File: src/rtl/vet_pkg.sv
// Shared types, constants and codes for the viewport easing tracker.
package vet_pkg;

    localparam int FRAC_BITS    = 8;
    localparam int ONE          = 1 << FRAC_BITS;
    localparam int HALF_ONE     = ONE >> 1;
    localparam int THR_I        = (ONE * 5 + 50) / 100;

    localparam int SCREEN_W_DEF = 80;
    localparam int SCREEN_H_DEF = 64;

    localparam int OPC_W  = 2;
    localparam int POS_W  = 18;
    localparam int ZOOM_W = 12;
    localparam int EASE_W = 9;
    localparam int VIEW_W = 17;
    localparam int ERR_W  = POS_W + 1;
    localparam int PROD_W = EASE_W + ERR_W;
    localparam int STEP_W = PROD_W - FRAC_BITS;

    localparam logic [ZOOM_W-1:0] ZOOM_ONE = ZOOM_W'(ONE);
    localparam logic [ZOOM_W-1:0] ZOOM_MIN = ZOOM_W'(ONE >> 2);
    localparam logic [ZOOM_W-1:0] ZOOM_MAX = {ZOOM_W{1'b1}};
    localparam logic [EASE_W-1:0] EASE_ONE = EASE_W'(ONE);
    localparam logic [ERR_W-1:0]  THR      = ERR_W'(THR_I);
    localparam logic [PROD_W-1:0] ROUND_HALF = PROD_W'(HALF_ONE);
    localparam logic [VIEW_W-1:0] VIEW_MAX = {VIEW_W{1'b1}};

    typedef enum logic [OPC_W-1:0] {
        OP_BEGIN = 2'd0,
        OP_FOCUS = 2'd1,
        OP_TICK  = 2'd2
    } t_opcode;

    typedef enum logic [3:0] {
        DP_NOP,
        DP_LOAD,
        DP_BEGIN,
        DP_DIV_VIEW,
        DP_DIV_HALF,
        DP_SIZE,
        DP_ORIGIN,
        DP_FOCUS,
        DP_CHECK,
        DP_MUL_X,
        DP_ADD_X,
        DP_MUL_Y,
        DP_ADD_Y,
        DP_MUL_Z,
        DP_ADD_Z,
        DP_OUT
    } t_dp_op;

    typedef struct packed {
        t_dp_op op;
    } t_dp_cmd;

    typedef struct packed {
        logic [OPC_W-1:0] opcode;
        logic             tracking;
        logic             div_done;
        logic             out_free;
    } t_dp_stat;

    typedef struct packed {
        logic signed [POS_W-1:0] origin_x;
        logic signed [POS_W-1:0] origin_y;
        logic [VIEW_W-1:0]       view_w;
        logic [VIEW_W-1:0]       view_h;
        logic [ZOOM_W-1:0]       zoom_now;
        logic                    tracking;
    } t_result;

endpackage

File: src/rtl/viewport_easing_tracker_unit.sv
// Idle ticks and unused opcodes go from decode straight to the result; focus, begin and
// settling or active ticks also wait on the bit-serial divider, active ticks after easing steps.
// DW = clog2(max screen + 1) + 16 is the width of the bit-serial view divider, 23 here.
// Throughput: one request at a time; the next is accepted once the last result is registered.
// Synchronous active-low reset: zoom 1.0 centered at zero, view of full screen, not tracking.
// No memories, so no clearing pass after reset.
module viewport_easing_tracker_unit #(
    parameter int SCREEN_W = vet_pkg::SCREEN_W_DEF,
    parameter int SCREEN_H = vet_pkg::SCREEN_H_DEF
) (
    input  logic        i_clk,
    input  logic        i_rst_n,
    input  logic        s_axis_tvalid,
    output logic        s_axis_tready,
    input  logic [63:0] s_axis_tdata,   // pos_x[17:0], pos_y[35:18], zoom_target[47:36], easing[56:48]
    input  logic [1:0]  s_axis_tuser,   // opcode[1:0]
    output logic        m_axis_tvalid,
    input  logic        m_axis_tready,
    output logic [87:0] m_axis_tdata    // origin_x[17:0], origin_y[35:18], view_w[52:36],
                                        // view_h[69:53], zoom_now[81:70], tracking[82]
);

    vet_pkg::t_dp_cmd  cmd;
    vet_pkg::t_dp_stat stat;
    vet_pkg::t_result  res;

    vet_ctrl u_ctrl (
        .i_clk      (i_clk),
        .i_rst_n    (i_rst_n),
        .i_s_tvalid (s_axis_tvalid),
        .o_s_tready (s_axis_tready),
        .i_stat     (stat),
        .o_cmd      (cmd)
    );

    vet_datapath #(
        .SCREEN_W (SCREEN_W),
        .SCREEN_H (SCREEN_H)
    ) u_dp (
        .i_clk         (i_clk),
        .i_rst_n       (i_rst_n),
        .i_cmd         (cmd),
        .o_stat        (stat),
        .i_opcode      (s_axis_tuser),
        .i_pos_x       ($signed(s_axis_tdata[17:0])),
        .i_pos_y       ($signed(s_axis_tdata[35:18])),
        .i_zoom_target (s_axis_tdata[47:36]),
        .i_easing      (s_axis_tdata[56:48]),
        .i_m_tready    (m_axis_tready),
        .o_m_tvalid    (m_axis_tvalid),
        .o_result      (res)
    );

    assign m_axis_tdata = {5'b0, res.tracking, res.zoom_now, res.view_h, res.view_w,
                           res.origin_y, res.origin_x};

endmodule

File: src/rtl/vet_div.sv
// Two-lane restoring divider sharing one divisor, one quotient bit per cycle.
module vet_div #(
    parameter int DW = 23,
    parameter int VW = 12
) (
    input  logic          i_clk,
    input  logic          i_rst_n,
    input  logic          i_start,
    input  logic [VW-1:0] i_divisor,
    input  logic [DW-1:0] i_num_a,
    input  logic [DW-1:0] i_num_b,
    output logic [DW-1:0] o_quo_a,
    output logic [DW-1:0] o_quo_b,
    output logic          o_done
);

    localparam int CW = $clog2(DW + 1);

    logic          r_busy;
    logic          r_done;
    logic [CW-1:0] r_cnt;
    logic [VW-1:0] r_div;
    logic [VW-1:0] r_rem [2];
    logic [DW-1:0] r_q   [2];

    logic [VW:0]   rem_sh [2];
    logic          ge     [2];
    logic [VW-1:0] n_rem  [2];
    logic [DW-1:0] n_q    [2];

    always_comb begin
        for (int l = 0; l < 2; l++) begin
            rem_sh[l] = {r_rem[l], r_q[l][DW-1]};
            ge[l]     = rem_sh[l] >= {1'b0, r_div};
            n_rem[l]  = ge[l] ? VW'(rem_sh[l] - {1'b0, r_div}) : rem_sh[l][VW-1:0];
            n_q[l]    = {r_q[l][DW-2:0], ge[l]};
        end
    end

    always_ff @(posedge i_clk) begin
        if (!i_rst_n) begin
            r_busy <= 1'b0;
            r_done <= 1'b0;
            r_cnt  <= '0;
        end else if (i_start) begin
            r_busy <= 1'b1;
            r_done <= 1'b0;
            r_cnt  <= CW'(DW);
        end else if (r_busy) begin
            r_cnt <= r_cnt - 1'b1;
            if (r_cnt == CW'(1)) begin
                r_busy <= 1'b0;
                r_done <= 1'b1;
            end
        end
    end

    always_ff @(posedge i_clk) begin
        if (i_start) begin
            r_div    <= i_divisor;
            r_q[0]   <= i_num_a;
            r_q[1]   <= i_num_b;
            r_rem[0] <= '0;
            r_rem[1] <= '0;
        end else if (r_busy) begin
            for (int l = 0; l < 2; l++) begin
                r_rem[l] <= n_rem[l];
                r_q[l]   <= n_q[l];
            end
        end
    end

    assign o_quo_a = r_q[0];
    assign o_quo_b = r_q[1];
    assign o_done  = r_done;

endmodule

File: src/rtl/vet_datapath.sv
// Datapath: viewport state, easing multiplier, clamp, view size and origin, result register.
module vet_datapath #(
    parameter int SCREEN_W = vet_pkg::SCREEN_W_DEF,
    parameter int SCREEN_H = vet_pkg::SCREEN_H_DEF
) (
    input  logic                                   i_clk,
    input  logic                                   i_rst_n,
    input  vet_pkg::t_dp_cmd                       i_cmd,
    output vet_pkg::t_dp_stat                      o_stat,
    input  logic [vet_pkg::OPC_W-1:0]              i_opcode,
    input  logic signed [vet_pkg::POS_W-1:0]       i_pos_x,
    input  logic signed [vet_pkg::POS_W-1:0]       i_pos_y,
    input  logic [vet_pkg::ZOOM_W-1:0]             i_zoom_target,
    input  logic [vet_pkg::EASE_W-1:0]             i_easing,
    input  logic                                   i_m_tready,
    output logic                                   o_m_tvalid,
    output vet_pkg::t_result                       o_result
);

    localparam int F    = vet_pkg::FRAC_BITS;
    localparam int PW   = vet_pkg::POS_W;
    localparam int ZW   = vet_pkg::ZOOM_W;
    localparam int VWD  = vet_pkg::VIEW_W;
    localparam int SMAX = (SCREEN_W > SCREEN_H) ? SCREEN_W : SCREEN_H;
    localparam int DW   = $clog2(SMAX + 1) + 2 * F;
    localparam int SW   = DW + 2;
    localparam int WR_I = (SCREEN_W * vet_pkg::ONE > 131071) ? 131071 : SCREEN_W * vet_pkg::ONE;
    localparam int HR_I = (SCREEN_H * vet_pkg::ONE > 131071) ? 131071 : SCREEN_H * vet_pkg::ONE;

    localparam logic [VWD-1:0] W_RST = VWD'(WR_I);
    localparam logic [VWD-1:0] H_RST = VWD'(HR_I);
    localparam logic [DW-1:0] NUM_VIEW_W = DW'(SCREEN_W) << (2 * F);
    localparam logic [DW-1:0] NUM_VIEW_H = DW'(SCREEN_H) << (2 * F);
    localparam logic [DW-1:0] NUM_HALF_W = DW'(SCREEN_W) << (2 * F - 1);
    localparam logic [DW-1:0] NUM_HALF_H = DW'(SCREEN_H) << (2 * F - 1);
    localparam logic signed [SW-1:0] HI_BASE_W = SW'((SCREEN_W - 1) * vet_pkg::ONE);
    localparam logic signed [SW-1:0] HI_BASE_H = SW'((SCREEN_H - 1) * vet_pkg::ONE);
    localparam logic signed [SW-1:0] S18_MAX = SW'((1 << (PW - 1)) - 1);
    localparam logic signed [SW-1:0] S18_MIN = SW'(-(1 << (PW - 1)));
    localparam logic signed [SW-1:0] ZMAX_S  = SW'({1'b0, vet_pkg::ZOOM_MAX});
    localparam logic signed [SW-1:0] ZONE_S  = SW'(1);

    function automatic logic signed [PW-1:0] sat18(input logic signed [SW-1:0] v);
        logic signed [PW-1:0] res;
        if (v > S18_MAX) begin
            res = S18_MAX[PW-1:0];
        end else if (v < S18_MIN) begin
            res = S18_MIN[PW-1:0];
        end else begin
            res = v[PW-1:0];
        end
        return res;
    endfunction

    function automatic logic [vet_pkg::ERR_W-1:0] mag(input logic signed [vet_pkg::ERR_W-1:0] e);
        logic signed [vet_pkg::ERR_W-1:0] neg;
        neg = -e;
        return e[vet_pkg::ERR_W-1] ? neg : e;
    endfunction

    // input request
    logic [vet_pkg::OPC_W-1:0] r_op;
    logic signed [PW-1:0]      r_px;
    logic signed [PW-1:0]      r_py;
    logic [ZW-1:0]             r_zt;
    logic [vet_pkg::EASE_W-1:0] r_ek;

    // viewport state
    logic signed [PW-1:0]       r_cur_x, r_cur_y, r_tgt_x, r_tgt_y;
    logic [ZW-1:0]              r_cur_zoom, r_tgt_zoom;
    logic [vet_pkg::EASE_W-1:0] r_ease;
    logic                       r_is_tracking;
    logic [VWD-1:0]             r_width_now, r_height_now;
    logic signed [PW-1:0]       r_left_now, r_top_now;

    // easing work registers
    logic signed [vet_pkg::ERR_W-1:0] r_dx, r_dy, r_dz;
    logic [vet_pkg::PROD_W-1:0]       r_prod;
    logic                             r_neg;

    logic             r_m_valid;
    vet_pkg::t_result r_res;

    // divider
    logic          div_start, div_half, div_done;
    logic [ZW-1:0] div_divisor;
    logic [DW-1:0] quo_a, quo_b;

    logic [ZW-1:0]              zt_c;
    logic [vet_pkg::EASE_W-1:0] ek_c;

    assign zt_c = (r_zt < vet_pkg::ZOOM_MIN) ? vet_pkg::ZOOM_MIN : r_zt;
    assign ek_c = (r_ek > vet_pkg::EASE_ONE) ? vet_pkg::EASE_ONE : r_ek;

    assign div_half    = (i_cmd.op == vet_pkg::DP_DIV_HALF);
    assign div_start   = (i_cmd.op == vet_pkg::DP_DIV_VIEW) || div_half;
    assign div_divisor = div_half ? zt_c : r_cur_zoom;

    vet_div #(
        .DW (DW),
        .VW (ZW)
    ) u_div (
        .i_clk     (i_clk),
        .i_rst_n   (i_rst_n),
        .i_start   (div_start),
        .i_divisor (div_divisor),
        .i_num_a   (div_half ? NUM_HALF_W : NUM_VIEW_W),
        .i_num_b   (div_half ? NUM_HALF_H : NUM_VIEW_H),
        .o_quo_a   (quo_a),
        .o_quo_b   (quo_b),
        .o_done    (div_done)
    );

    // view size from quotient
    logic [VWD-1:0] n_width, n_height;
    assign n_width  = (quo_a > DW'(vet_pkg::VIEW_MAX)) ? vet_pkg::VIEW_MAX : quo_a[VWD-1:0];
    assign n_height = (quo_b > DW'(vet_pkg::VIEW_MAX)) ? vet_pkg::VIEW_MAX : quo_b[VWD-1:0];

    // origin
    logic signed [SW-1:0] org_x, org_y;
    assign org_x = SW'(r_cur_x) - SW'({1'b0, r_width_now[VWD-1:1]});
    assign org_y = SW'(r_cur_y) - SW'({1'b0, r_height_now[VWD-1:1]});

    // focus clamp
    logic signed [SW-1:0] half_w, half_h, hi_w, hi_h, p_x, p_y, q_x, q_y, c_x, c_y;
    always_comb begin
        half_w = SW'({1'b0, quo_a});
        half_h = SW'({1'b0, quo_b});
        hi_w   = HI_BASE_W - half_w;
        hi_h   = HI_BASE_H - half_h;
        p_x    = SW'(r_px);
        p_y    = SW'(r_py);
        q_x    = (p_x > hi_w) ? hi_w : p_x;
        q_y    = (p_y > hi_h) ? hi_h : p_y;
        c_x    = (q_x < half_w) ? half_w : q_x;
        c_y    = (q_y < half_h) ? half_h : q_y;
    end

    // errors and tracking test
    logic signed [vet_pkg::ERR_W-1:0] e_x, e_y, e_z;
    logic                             n_track;
    always_comb begin
        e_x = $signed({r_tgt_x[PW-1], r_tgt_x}) - $signed({r_cur_x[PW-1], r_cur_x});
        e_y = $signed({r_tgt_y[PW-1], r_tgt_y}) - $signed({r_cur_y[PW-1], r_cur_y});
        e_z = $signed(vet_pkg::ERR_W'(r_tgt_zoom)) - $signed(vet_pkg::ERR_W'(r_cur_zoom));
        n_track = (mag(e_x) > vet_pkg::THR) || (mag(e_y) > vet_pkg::THR)
               || (mag(e_z) > vet_pkg::THR);
    end

    // shared multiplier operand
    logic signed [vet_pkg::ERR_W-1:0] e_sel;
    always_comb begin
        case (i_cmd.op)
            vet_pkg::DP_MUL_Y: e_sel = r_dy;
            vet_pkg::DP_MUL_Z: e_sel = r_dz;
            default:           e_sel = r_dx;
        endcase
    end

    // rounded eased step and new positions
    logic [vet_pkg::STEP_W-1:0] step_mag;
    logic signed [SW-1:0]       step_u, step_s, n_sum_x, n_sum_y, n_sum_z;
    logic [ZW-1:0]              n_zoom;
    always_comb begin
        step_mag = vet_pkg::STEP_W'((r_prod + vet_pkg::ROUND_HALF) >> F);
        step_u   = SW'({1'b0, step_mag});
        step_s   = r_neg ? -step_u : step_u;
        n_sum_x  = SW'(r_cur_x) + step_s;
        n_sum_y  = SW'(r_cur_y) + step_s;
        n_sum_z  = SW'({1'b0, r_cur_zoom}) + step_s;
        if (n_sum_z > ZMAX_S) begin
            n_zoom = vet_pkg::ZOOM_MAX;
        end else if (n_sum_z < ZONE_S) begin
            n_zoom = ZW'(1);
        end else begin
            n_zoom = n_sum_z[ZW-1:0];
        end
    end

    always_ff @(posedge i_clk) begin
        if (!i_rst_n) begin
            r_cur_x       <= '0;
            r_cur_y       <= '0;
            r_tgt_x       <= '0;
            r_tgt_y       <= '0;
            r_cur_zoom    <= vet_pkg::ZOOM_ONE;
            r_tgt_zoom    <= vet_pkg::ZOOM_ONE;
            r_ease        <= '0;
            r_is_tracking <= 1'b0;
            r_width_now   <= W_RST;
            r_height_now  <= H_RST;
            r_left_now    <= '0;
            r_top_now     <= '0;
            r_m_valid     <= 1'b0;
        end else begin
            case (i_cmd.op)
                vet_pkg::DP_BEGIN: begin
                    r_cur_x       <= r_px;
                    r_tgt_x       <= r_px;
                    r_cur_y       <= r_py;
                    r_tgt_y       <= r_py;
                    r_cur_zoom    <= vet_pkg::ZOOM_ONE;
                    r_tgt_zoom    <= vet_pkg::ZOOM_ONE;
                    r_is_tracking <= 1'b0;
                end
                vet_pkg::DP_FOCUS: begin
                    r_tgt_x       <= sat18(c_x);
                    r_tgt_y       <= sat18(c_y);
                    r_tgt_zoom    <= zt_c;
                    r_ease        <= ek_c;
                    r_is_tracking <= 1'b1;
                end
                vet_pkg::DP_CHECK: begin
                    r_is_tracking <= n_track;
                    if (!n_track) begin
                        r_cur_x    <= r_tgt_x;
                        r_cur_y    <= r_tgt_y;
                        r_cur_zoom <= r_tgt_zoom;
                    end
                end
                vet_pkg::DP_ADD_X: r_cur_x    <= sat18(n_sum_x);
                vet_pkg::DP_ADD_Y: r_cur_y    <= sat18(n_sum_y);
                vet_pkg::DP_ADD_Z: r_cur_zoom <= n_zoom;
                vet_pkg::DP_SIZE: begin
                    r_width_now  <= n_width;
                    r_height_now <= n_height;
                end
                vet_pkg::DP_ORIGIN: begin
                    r_left_now <= sat18(org_x);
                    r_top_now  <= sat18(org_y);
                end
                default: ;
            endcase
            if (i_cmd.op == vet_pkg::DP_OUT) begin
                r_m_valid <= 1'b1;
            end else if (i_m_tready) begin
                r_m_valid <= 1'b0;
            end
        end
    end

    always_ff @(posedge i_clk) begin
        case (i_cmd.op)
            vet_pkg::DP_LOAD: begin
                r_op <= i_opcode;
                r_px <= i_pos_x;
                r_py <= i_pos_y;
                r_zt <= i_zoom_target;
                r_ek <= i_easing;
            end
            vet_pkg::DP_CHECK: begin
                r_dx <= e_x;
                r_dy <= e_y;
                r_dz <= e_z;
            end
            vet_pkg::DP_MUL_X, vet_pkg::DP_MUL_Y, vet_pkg::DP_MUL_Z: begin
                r_prod <= r_ease * mag(e_sel);
                r_neg  <= e_sel[vet_pkg::ERR_W-1];
            end
            vet_pkg::DP_OUT: begin
                r_res.origin_x <= r_left_now;
                r_res.origin_y <= r_top_now;
                r_res.view_w   <= r_width_now;
                r_res.view_h   <= r_height_now;
                r_res.zoom_now <= r_cur_zoom;
                r_res.tracking <= r_is_tracking;
            end
            default: ;
        endcase
    end

    assign o_stat.opcode   = r_op;
    assign o_stat.tracking = r_is_tracking;
    assign o_stat.div_done = div_done;
    assign o_stat.out_free = !r_m_valid || i_m_tready;
    assign o_m_tvalid      = r_m_valid;
    assign o_result        = r_res;

    a_out_loads: assert property (@(posedge i_clk) disable iff (!i_rst_n)
        (i_cmd.op == vet_pkg::DP_OUT) |=> r_m_valid)
        else $error("result register not loaded");

    a_zoom_nonzero: assert property (@(posedge i_clk) disable iff (!i_rst_n)
        r_cur_zoom != '0)
        else $error("current zoom reached zero");

    a_track_by_focus: assert property (@(posedge i_clk) disable iff (!i_rst_n)
        $rose(r_is_tracking) |-> $past(i_cmd.op == vet_pkg::DP_FOCUS))
        else $error("tracking started without a focus request");

    a_snap: assert property (@(posedge i_clk) disable iff (!i_rst_n)
        (i_cmd.op == vet_pkg::DP_CHECK) ##1 !r_is_tracking |->
        (r_cur_x == r_tgt_x) && (r_cur_y == r_tgt_y) && (r_cur_zoom == r_tgt_zoom))
        else $error("settled view not snapped to target");

endmodule

File: src/rtl/vet_ctrl.sv
// Controller: sequences decode, divide, easing steps and result hand-off.
module vet_ctrl (
    input  logic              i_clk,
    input  logic              i_rst_n,
    input  logic              i_s_tvalid,
    output logic              o_s_tready,
    input  vet_pkg::t_dp_stat i_stat,
    output vet_pkg::t_dp_cmd  o_cmd
);

    typedef enum logic [3:0] {
        S_IDLE,
        S_DECODE,
        S_STEP_SEL,
        S_MUL_X,
        S_ADD_X,
        S_MUL_Y,
        S_ADD_Y,
        S_MUL_Z,
        S_ADD_Z,
        S_DIV_VIEW,
        S_WAIT_VIEW,
        S_SIZE,
        S_ORIGIN,
        S_WAIT_HALF,
        S_FOCUS,
        S_OUT
    } t_state;

    t_state r_state, n_state;

    always_comb begin
        n_state   = r_state;
        o_cmd.op  = vet_pkg::DP_NOP;
        case (r_state)
            S_IDLE: begin
                if (i_s_tvalid) begin
                    o_cmd.op = vet_pkg::DP_LOAD;
                    n_state  = S_DECODE;
                end
            end
            S_DECODE: begin
                case (i_stat.opcode)
                    vet_pkg::OP_BEGIN: begin
                        o_cmd.op = vet_pkg::DP_BEGIN;
                        n_state  = S_DIV_VIEW;
                    end
                    vet_pkg::OP_FOCUS: begin
                        o_cmd.op = vet_pkg::DP_DIV_HALF;
                        n_state  = S_WAIT_HALF;
                    end
                    vet_pkg::OP_TICK: begin
                        if (i_stat.tracking) begin
                            o_cmd.op = vet_pkg::DP_CHECK;
                            n_state  = S_STEP_SEL;
                        end else begin
                            n_state = S_OUT;
                        end
                    end
                    default: n_state = S_OUT;
                endcase
            end
            S_STEP_SEL: n_state = i_stat.tracking ? S_MUL_X : S_DIV_VIEW;
            S_MUL_X: begin
                o_cmd.op = vet_pkg::DP_MUL_X;
                n_state  = S_ADD_X;
            end
            S_ADD_X: begin
                o_cmd.op = vet_pkg::DP_ADD_X;
                n_state  = S_MUL_Y;
            end
            S_MUL_Y: begin
                o_cmd.op = vet_pkg::DP_MUL_Y;
                n_state  = S_ADD_Y;
            end
            S_ADD_Y: begin
                o_cmd.op = vet_pkg::DP_ADD_Y;
                n_state  = S_MUL_Z;
            end
            S_MUL_Z: begin
                o_cmd.op = vet_pkg::DP_MUL_Z;
                n_state  = S_ADD_Z;
            end
            S_ADD_Z: begin
                o_cmd.op = vet_pkg::DP_ADD_Z;
                n_state  = S_DIV_VIEW;
            end
            S_DIV_VIEW: begin
                o_cmd.op = vet_pkg::DP_DIV_VIEW;
                n_state  = S_WAIT_VIEW;
            end
            S_WAIT_VIEW: begin
                if (i_stat.div_done) begin
                    n_state = S_SIZE;
                end
            end
            S_SIZE: begin
                o_cmd.op = vet_pkg::DP_SIZE;
                n_state  = S_ORIGIN;
            end
            S_ORIGIN: begin
                o_cmd.op = vet_pkg::DP_ORIGIN;
                n_state  = S_OUT;
            end
            S_WAIT_HALF: begin
                if (i_stat.div_done) begin
                    n_state = S_FOCUS;
                end
            end
            S_FOCUS: begin
                o_cmd.op = vet_pkg::DP_FOCUS;
                n_state  = S_OUT;
            end
            S_OUT: begin
                if (i_stat.out_free) begin
                    o_cmd.op = vet_pkg::DP_OUT;
                    n_state  = S_IDLE;
                end
            end
            default: n_state = S_IDLE;
        endcase
    end

    always_ff @(posedge i_clk) begin
        if (!i_rst_n) begin
            r_state <= S_IDLE;
        end else begin
            r_state <= n_state;
        end
    end

    assign o_s_tready = (r_state == S_IDLE);

endmodule

File: config.mk
export PLATFORM = sky130hd
export DESIGN_NAME = viewport_easing_tracker_unit
export DESIGN_NICKNAME = d
export VERILOG_FILES = /design/src/rtl/vet_pkg.sv /design/src/rtl/viewport_easing_tracker_unit.sv /design/src/rtl/vet_div.sv /design/src/rtl/vet_datapath.sv /design/src/rtl/vet_ctrl.sv
export SDC_FILE = /design/constraint.sdc
export NUM_CORES = 2
export LEC_CHECK = 0
export BUFFER_PORTS_ARGS = -buffer_cell sky130_fd_sc_hd__buf_2
export CORE_MARGIN = 8
export CORE_UTILIZATION = 64
export CTS_CLUSTER_SIZE = 12
export DETAILED_ROUTE_END_ITERATION = 12
export HOLD_SLACK_MARGIN = 0.08
export PLACE_DENSITY = 0.82
export SYNTH_ARGS = -nofsm -noshare
export SYNTH_HDL_FRONTEND = slang
export SYNTH_HIERARCHICAL = 1
export SYNTH_SLANG_ARGS = --single-unit
File: constraint.sdc
create_clock -name i_clk -period 11.4 [get_ports i_clk]
set_input_delay 2.85 -clock i_clk [delete_from_list [all_inputs] [get_ports i_clk]]
set_output_delay 2.85 -clock i_clk [all_outputs]
set_load 0.02 [all_outputs]
Word level (Yosys, flattened, before mapping) --
Memory sizes are Yosys's and may differ from the RTL's. Index checks and enable logic that the tools add are counted.
Cells by class: add/sub/neg operators 19, multiply operators 1, $lt $le $gt $ge 27, eq/ne operators 38, muxes and demuxes 72, bitwise operators 5, reduce and logical (&&, ||, !) cells 22
Operators with widths (count):
- 2-to-1 mux 18 bit | 14
- > comparator 25 x 18 -> 1 bit (second input constant) | 6
- less-than comparator 25 x 18 -> 1 bit (second input constant) | 6
- 2-to-1 mux 25 bit | 5
- 2-to-1 mux 12 bit | 9
- case mux 18 bit (3 select lines) | 2
- 2-to-1 mux 23 bit | 4
- 2-to-1 mux 19 bit | 4
- negator 19 bit | 4
- case mux 18 bit (2 select lines) | 2
- equality test 4 bit (second input constant) | 16
- case mux 4 bit (15 select lines) | 1
- > comparator 19 x 4 -> 1 bit (second input constant) | 3
- case mux 4 bit (13 select lines) | 1
- adder 18 x 25 -> 25 bit | 2
- less-than comparator 25 x 24 -> 1 bit | 2
- > comparator 18 x 24 -> 1 bit | 2
- > comparator 23 x 17 -> 1 bit (second input constant) | 2
- case mux 19 bit (2 select lines) | 1
- subtractor 18 x 17 -> 19 bit | 2
- subtractor 18 x 18 -> 19 bit | 2
- case mux 12 bit (3 select lines) | 1
- 2-to-1 mux 17 bit | 2
- equality test 4 x 3 -> 1 bit (second input constant) | 8
- 40 further kinds | 83
Storage, ports and cells: register bits after elaboration 428, memory bits (writable) 70, input bits 70, output and inout bits 90, word-level logic and storage cells 221, memories 2
Memories:
- u_dp.u_div.r_q | depth 2, width 23, read ports 2, clocked after Yosys merged registers in 0, write ports 2, RTL line vet_div.sv:24 | logic [DW-1:0] r_q [2];
- u_dp.u_div.r_rem | depth 2, width 12, read ports 2, clocked after Yosys merged registers in 0, write ports 2, RTL line vet_div.sv:23 | logic [VW-1:0] r_rem [2];

Longest topological paths before layout --
An unclocked memory read counts as a cell.
depth after elaboration 10, mapped depth 45, depth with buffers taken out 39

Hierarchy --
The synthesis kept the hierarchy.
Modules (own cells, without submodules):
- vet_datapath | times used 1, cells an instance 3930, area each 34172.8 sq um
- vet_div | times used 1, cells an instance 486, area each 4840.9 sq um
- vet_ctrl | times used 1, cells an instance 81, area each 533.0 sq um
- viewport_easing_tracker_unit | times used 1, cells an instance 6, area each 41.3 sq um

Least setup slack after synthesis --
No wires, ideal clock.
path kind in2reg, start input m_axis_tready, end register u_dp/r_prod[26] in the netlist's numbering (data pin), library setup time 0.266 ns, data arrival time 10.074 ns, slack 1.060 ns, cell stages on the path 33, buffers on the path 2, path through nand2b_1 -> o21ai_0 -> a21oi_1 -> a31o_2 -> clkbuf_1 -> buf_1 -> o31ai_1 -> a21oi_1 -> nor4_1 -> nand2_1 -> nor4_1 -> and2_1 -> nor2_1 -> xor2_1 -> nand2_1 -> fa_1 -> inv_1 -> fa_1 -> inv_1 -> fa_1 -> inv_1 -> fa_1 -> ha_1 -> nor3_1 -> nor2_1 -> a31oi_1 -> o21ai_0 -> nor3b_1 -> o311a_1 -> o21a_1 -> o21ai_0 -> a21boi_0 -> xor2_1
RTL lines:
- start, declared | RTL line viewport_easing_tracker_unit.sv:18 | input logic m_axis_tready,
- end signal, assigned | RTL line vet_datapath.sv:257 | r_prod <= r_ease * mag(e_sel);
- end, declared | RTL line vet_datapath.sv:78 | logic [vet_pkg::PROD_W-1:0] r_prod;

==> results.yml <==
run_status:
  status: "completed"
cells_and_area:
  syn2layout_area_growth_pct: 8.982
  drive_gt1_frac: 0.09664
  final_cell_mix: "nand2_1 (502), inv_1 (393), nor2_1 (328)"
  final_nets: 5144
  layout_commonest_cell: "nand2_1"
  final_core_util: 0.7017
global_route:
  antenna_found_initial: 3
  grt_start_max_net_pins: 73
  grt_usage: 0.3250
  first_global_vias: 33034
  overflow: 0
  grt_pass1_wl_um: 183300
setup_path:
  worst-setup-path-type: "input pin to flip-flop"
  ff2ff_setup_slack_ns: 1.25
  crit_fanout: 16
  arrival_ns: 11.00
  cp-startpoint: "m_axis_tready"
  r2r-start: "u_dp/u_div/r_q[0][25]$_DFFE_PP_"
  reg2reg_depth: 37
  critPathSlowestCell: "fa_1"
  r2r_end: "u_dp/r_tgt_y[2]$_SDFFE_PN0P_"
  max_stage_delay_ns: 0.52
  setup.worst_path.start_class: "input pin"
  cp_data_required_time_ns: 11.75
  endpoint_kind: "flip-flop"
clocking:
  clk_pin_slew_ns: 0.06
  cts_setup_buffers: 0
  cts_max_path_buffers: 3
  cts_buffers: 54
  clock_sinks: 485
  cts_root_buffer: "clkbuf_16"
  insertion_delay_ns: 0.63
  h-tree-depth: 2
  cts_tree: "done"
die:
  ioPinCount: 160
  coreArea_mm2: 0.06148
  die_area_mm2: 0.07007
  die_h_um: 264.7
  start_util: 0.6439
  die_w_um: 264.7
  row_count: 91
sta:
  tightest_slew_ns: 1.241
  fin_worst_skew_ns: 0.02731
  relSlewSlack: 0.1664
  fmax_ghz: 0.09389
  setup_tns_ns: 0
  finalMaxSlewViolations: 0
  min_period_over_period: 0.9342
  rsz0062_at_grt: "false"
  finalSetupViolCount: 0
  layout_min_cycle_time_ns: 10.65
  finalHoldViolCount: 0
hold_path:
  hold_path_startpoint: "u_dp/r_left_now[2]$_SDFFE_PN0N_"
  hp-class: "flip-flop to flip-flop"
  min_path_cells: 0
  min_to: "u_dp/o_result[67]$_DFFE_PP_"
yosys:
  synth_cell_types: 108
  yosysWarnings: 6
  synth.cell_area_mm2: 0.03959
  synthFlopType: "edfxtp_1"
  ys_ff_latch: 485
  synth_edf_count: 297
  async_reset_ff_frac: 0
  synth.yosys.seq_area_share: 0.3204
  syn_area_per_cell_um2: 8.791
  syn_inst: 4503
flow_run:
  cap_violations: 0
drt:
  drtIter0Drc: 3776
  vias: 35167
  via_per_inst: 6.429
  wl_per_cell_um: 21.56
  drt_wl_total_um: 117900
  postRouteAntennaNets: 0
  drcViolationCount: 0
  dr.pass1.iters: 7
place:
  gp_congestion: 1.009
  hpwl_um: 89200
  portBuffers: 147
-- kinds of logic after synthesis --
family	Yosys count	synth area share
buf+inv	587	0.05787
xor+xnor	226	0.05019
simple gates	1509	0.1862
fa+ha+maj	443	0.1645
mux	54	0.01394
compound gates	1197	0.2068
flops	485	0.3204
other cells	2	0.0001897
-- layout make-up --
cell class | instances | area [µm²]
clock buffers | 77 | 1521
diodes | 3 | 7.507
clock inverters | 25 | 330.3
fillers | 4860 | 18340
flip-flops and latches | 485 | 12680
multi-input cells | 3474 | 24840
well taps | 790 | 988.4
repair buffers | 219 | 1279
inverters | 397 | 1491
-- synth_stat cells (all sizes together), types with 38 or more instances --
master / count / area share
a211oi: 38 / 0.0075
a21o: 74 / 0.014
a21oi: 254 / 0.032
a31oi: 48 / 0.0076
and2: 85 / 0.013
clkbuf: 155 / 0.015
dfxtp: 188 / 0.095
edfxtp: 297 / 0.23
fa: 129 / 0.065
ha: 314 / 0.099
inv: 395 / 0.037
mux2i: 45 / 0.011
nand2: 503 / 0.048
nand2b: 47 / 0.0074
nand3: 106 / 0.014
nand4: 56 / 0.0090
nor2: 337 / 0.032
nor2b: 57 / 0.0090
nor3: 89 / 0.012
nor4: 39 / 0.0074
o21a: 58 / 0.011
o21ai: 289 / 0.037
o221a: 68 / 0.019
o22ai: 44 / 0.0071
xnor2: 164 / 0.036
xor2: 62 / 0.014
-- flip-flops by register name (all words and copies together), names as in the netlist, 13 cells and up --
name	count
u_dp/o_result	83
u_dp/u_div/r_q	46
u_dp/u_div/r_rem	24
u_dp/r_prod	21
u_dp/r_dx	19
u_dp/r_dy	19
u_dp/r_cur_x	18
u_dp/r_cur_y	18
u_dp/r_left_now	18
u_dp/r_px	18
u_dp/r_py	18
u_dp/r_tgt_x	18
u_dp/r_tgt_y	18
u_dp/r_top_now	18
u_dp/r_height_now	17
u_dp/r_width_now	17
u_dp/r_dz	13
-- routing by layer --
layer | wire [µm] | vias up | GRT usage
li1 | - | 16501 | -
met1 | 48730 | 16654 | 0.4370
met2 | 51630 | 1672 | 0.5072
met5 | 13 | - | 0
met4 | 6002 | 2 | 0.1464
met3 | 11570 | 338 | 0.06319
-- critical path, delay by kind of cell --
family / cells / cell delay [ns]
adders and majority gates: 5 / 2.30
buffers and inverters: 5 / 0.42
xor gates and xnor gates: 2 / 0.50
AOI/OAI and AO/OA: 10 / 2.46
and+or+nand+nor: 13 / 2.47
-- how the worst max path moves through the flow --
stage | end | slack (ns)
after global routing | u_dp/r_prod[26]$_DFFE_PP_ | 0.10
after CTS | u_dp/r_prod[26]$_DFFE_PP_ | 0.63
after floorplan | u_dp/r_prod[26]$_DFFE_PP_ | 1.06
final | u_dp/r_prod[26]$_DFFE_PP_ | 0.75
after global placement | u_dp/r_prod[26]$_DFFE_PP_ | 0.22
after detailed placement | u_dp/r_prod[26]$_DFFE_PP_ | 0.02
-- through the flow --
stage               cells  cell area, µm²  setup slack (ns)  hold slack (ns)
finish               5470           43140            0.7496           0.4190
floorplan            4546           39750             1.060           0.4030
global placement     5365           41270            0.2243           0.4094
detailed placement   5365           41270           0.01944           0.4133
CTS                  5467           43120            0.6307           0.4223
global route         5467           43140            0.1025           0.4395
-- timing repair --
action | CTS | global route
endpoints found under the hold margin | 0 | 0
hold buffers | 0 | 0
gates resized for setup | 0 | 2
setup endpoints to repair | 0 | 3
Power is left out: the tool's default activity adds up to more than one toggle a clock period on the data nets, which glitch-free logic cannot reach.
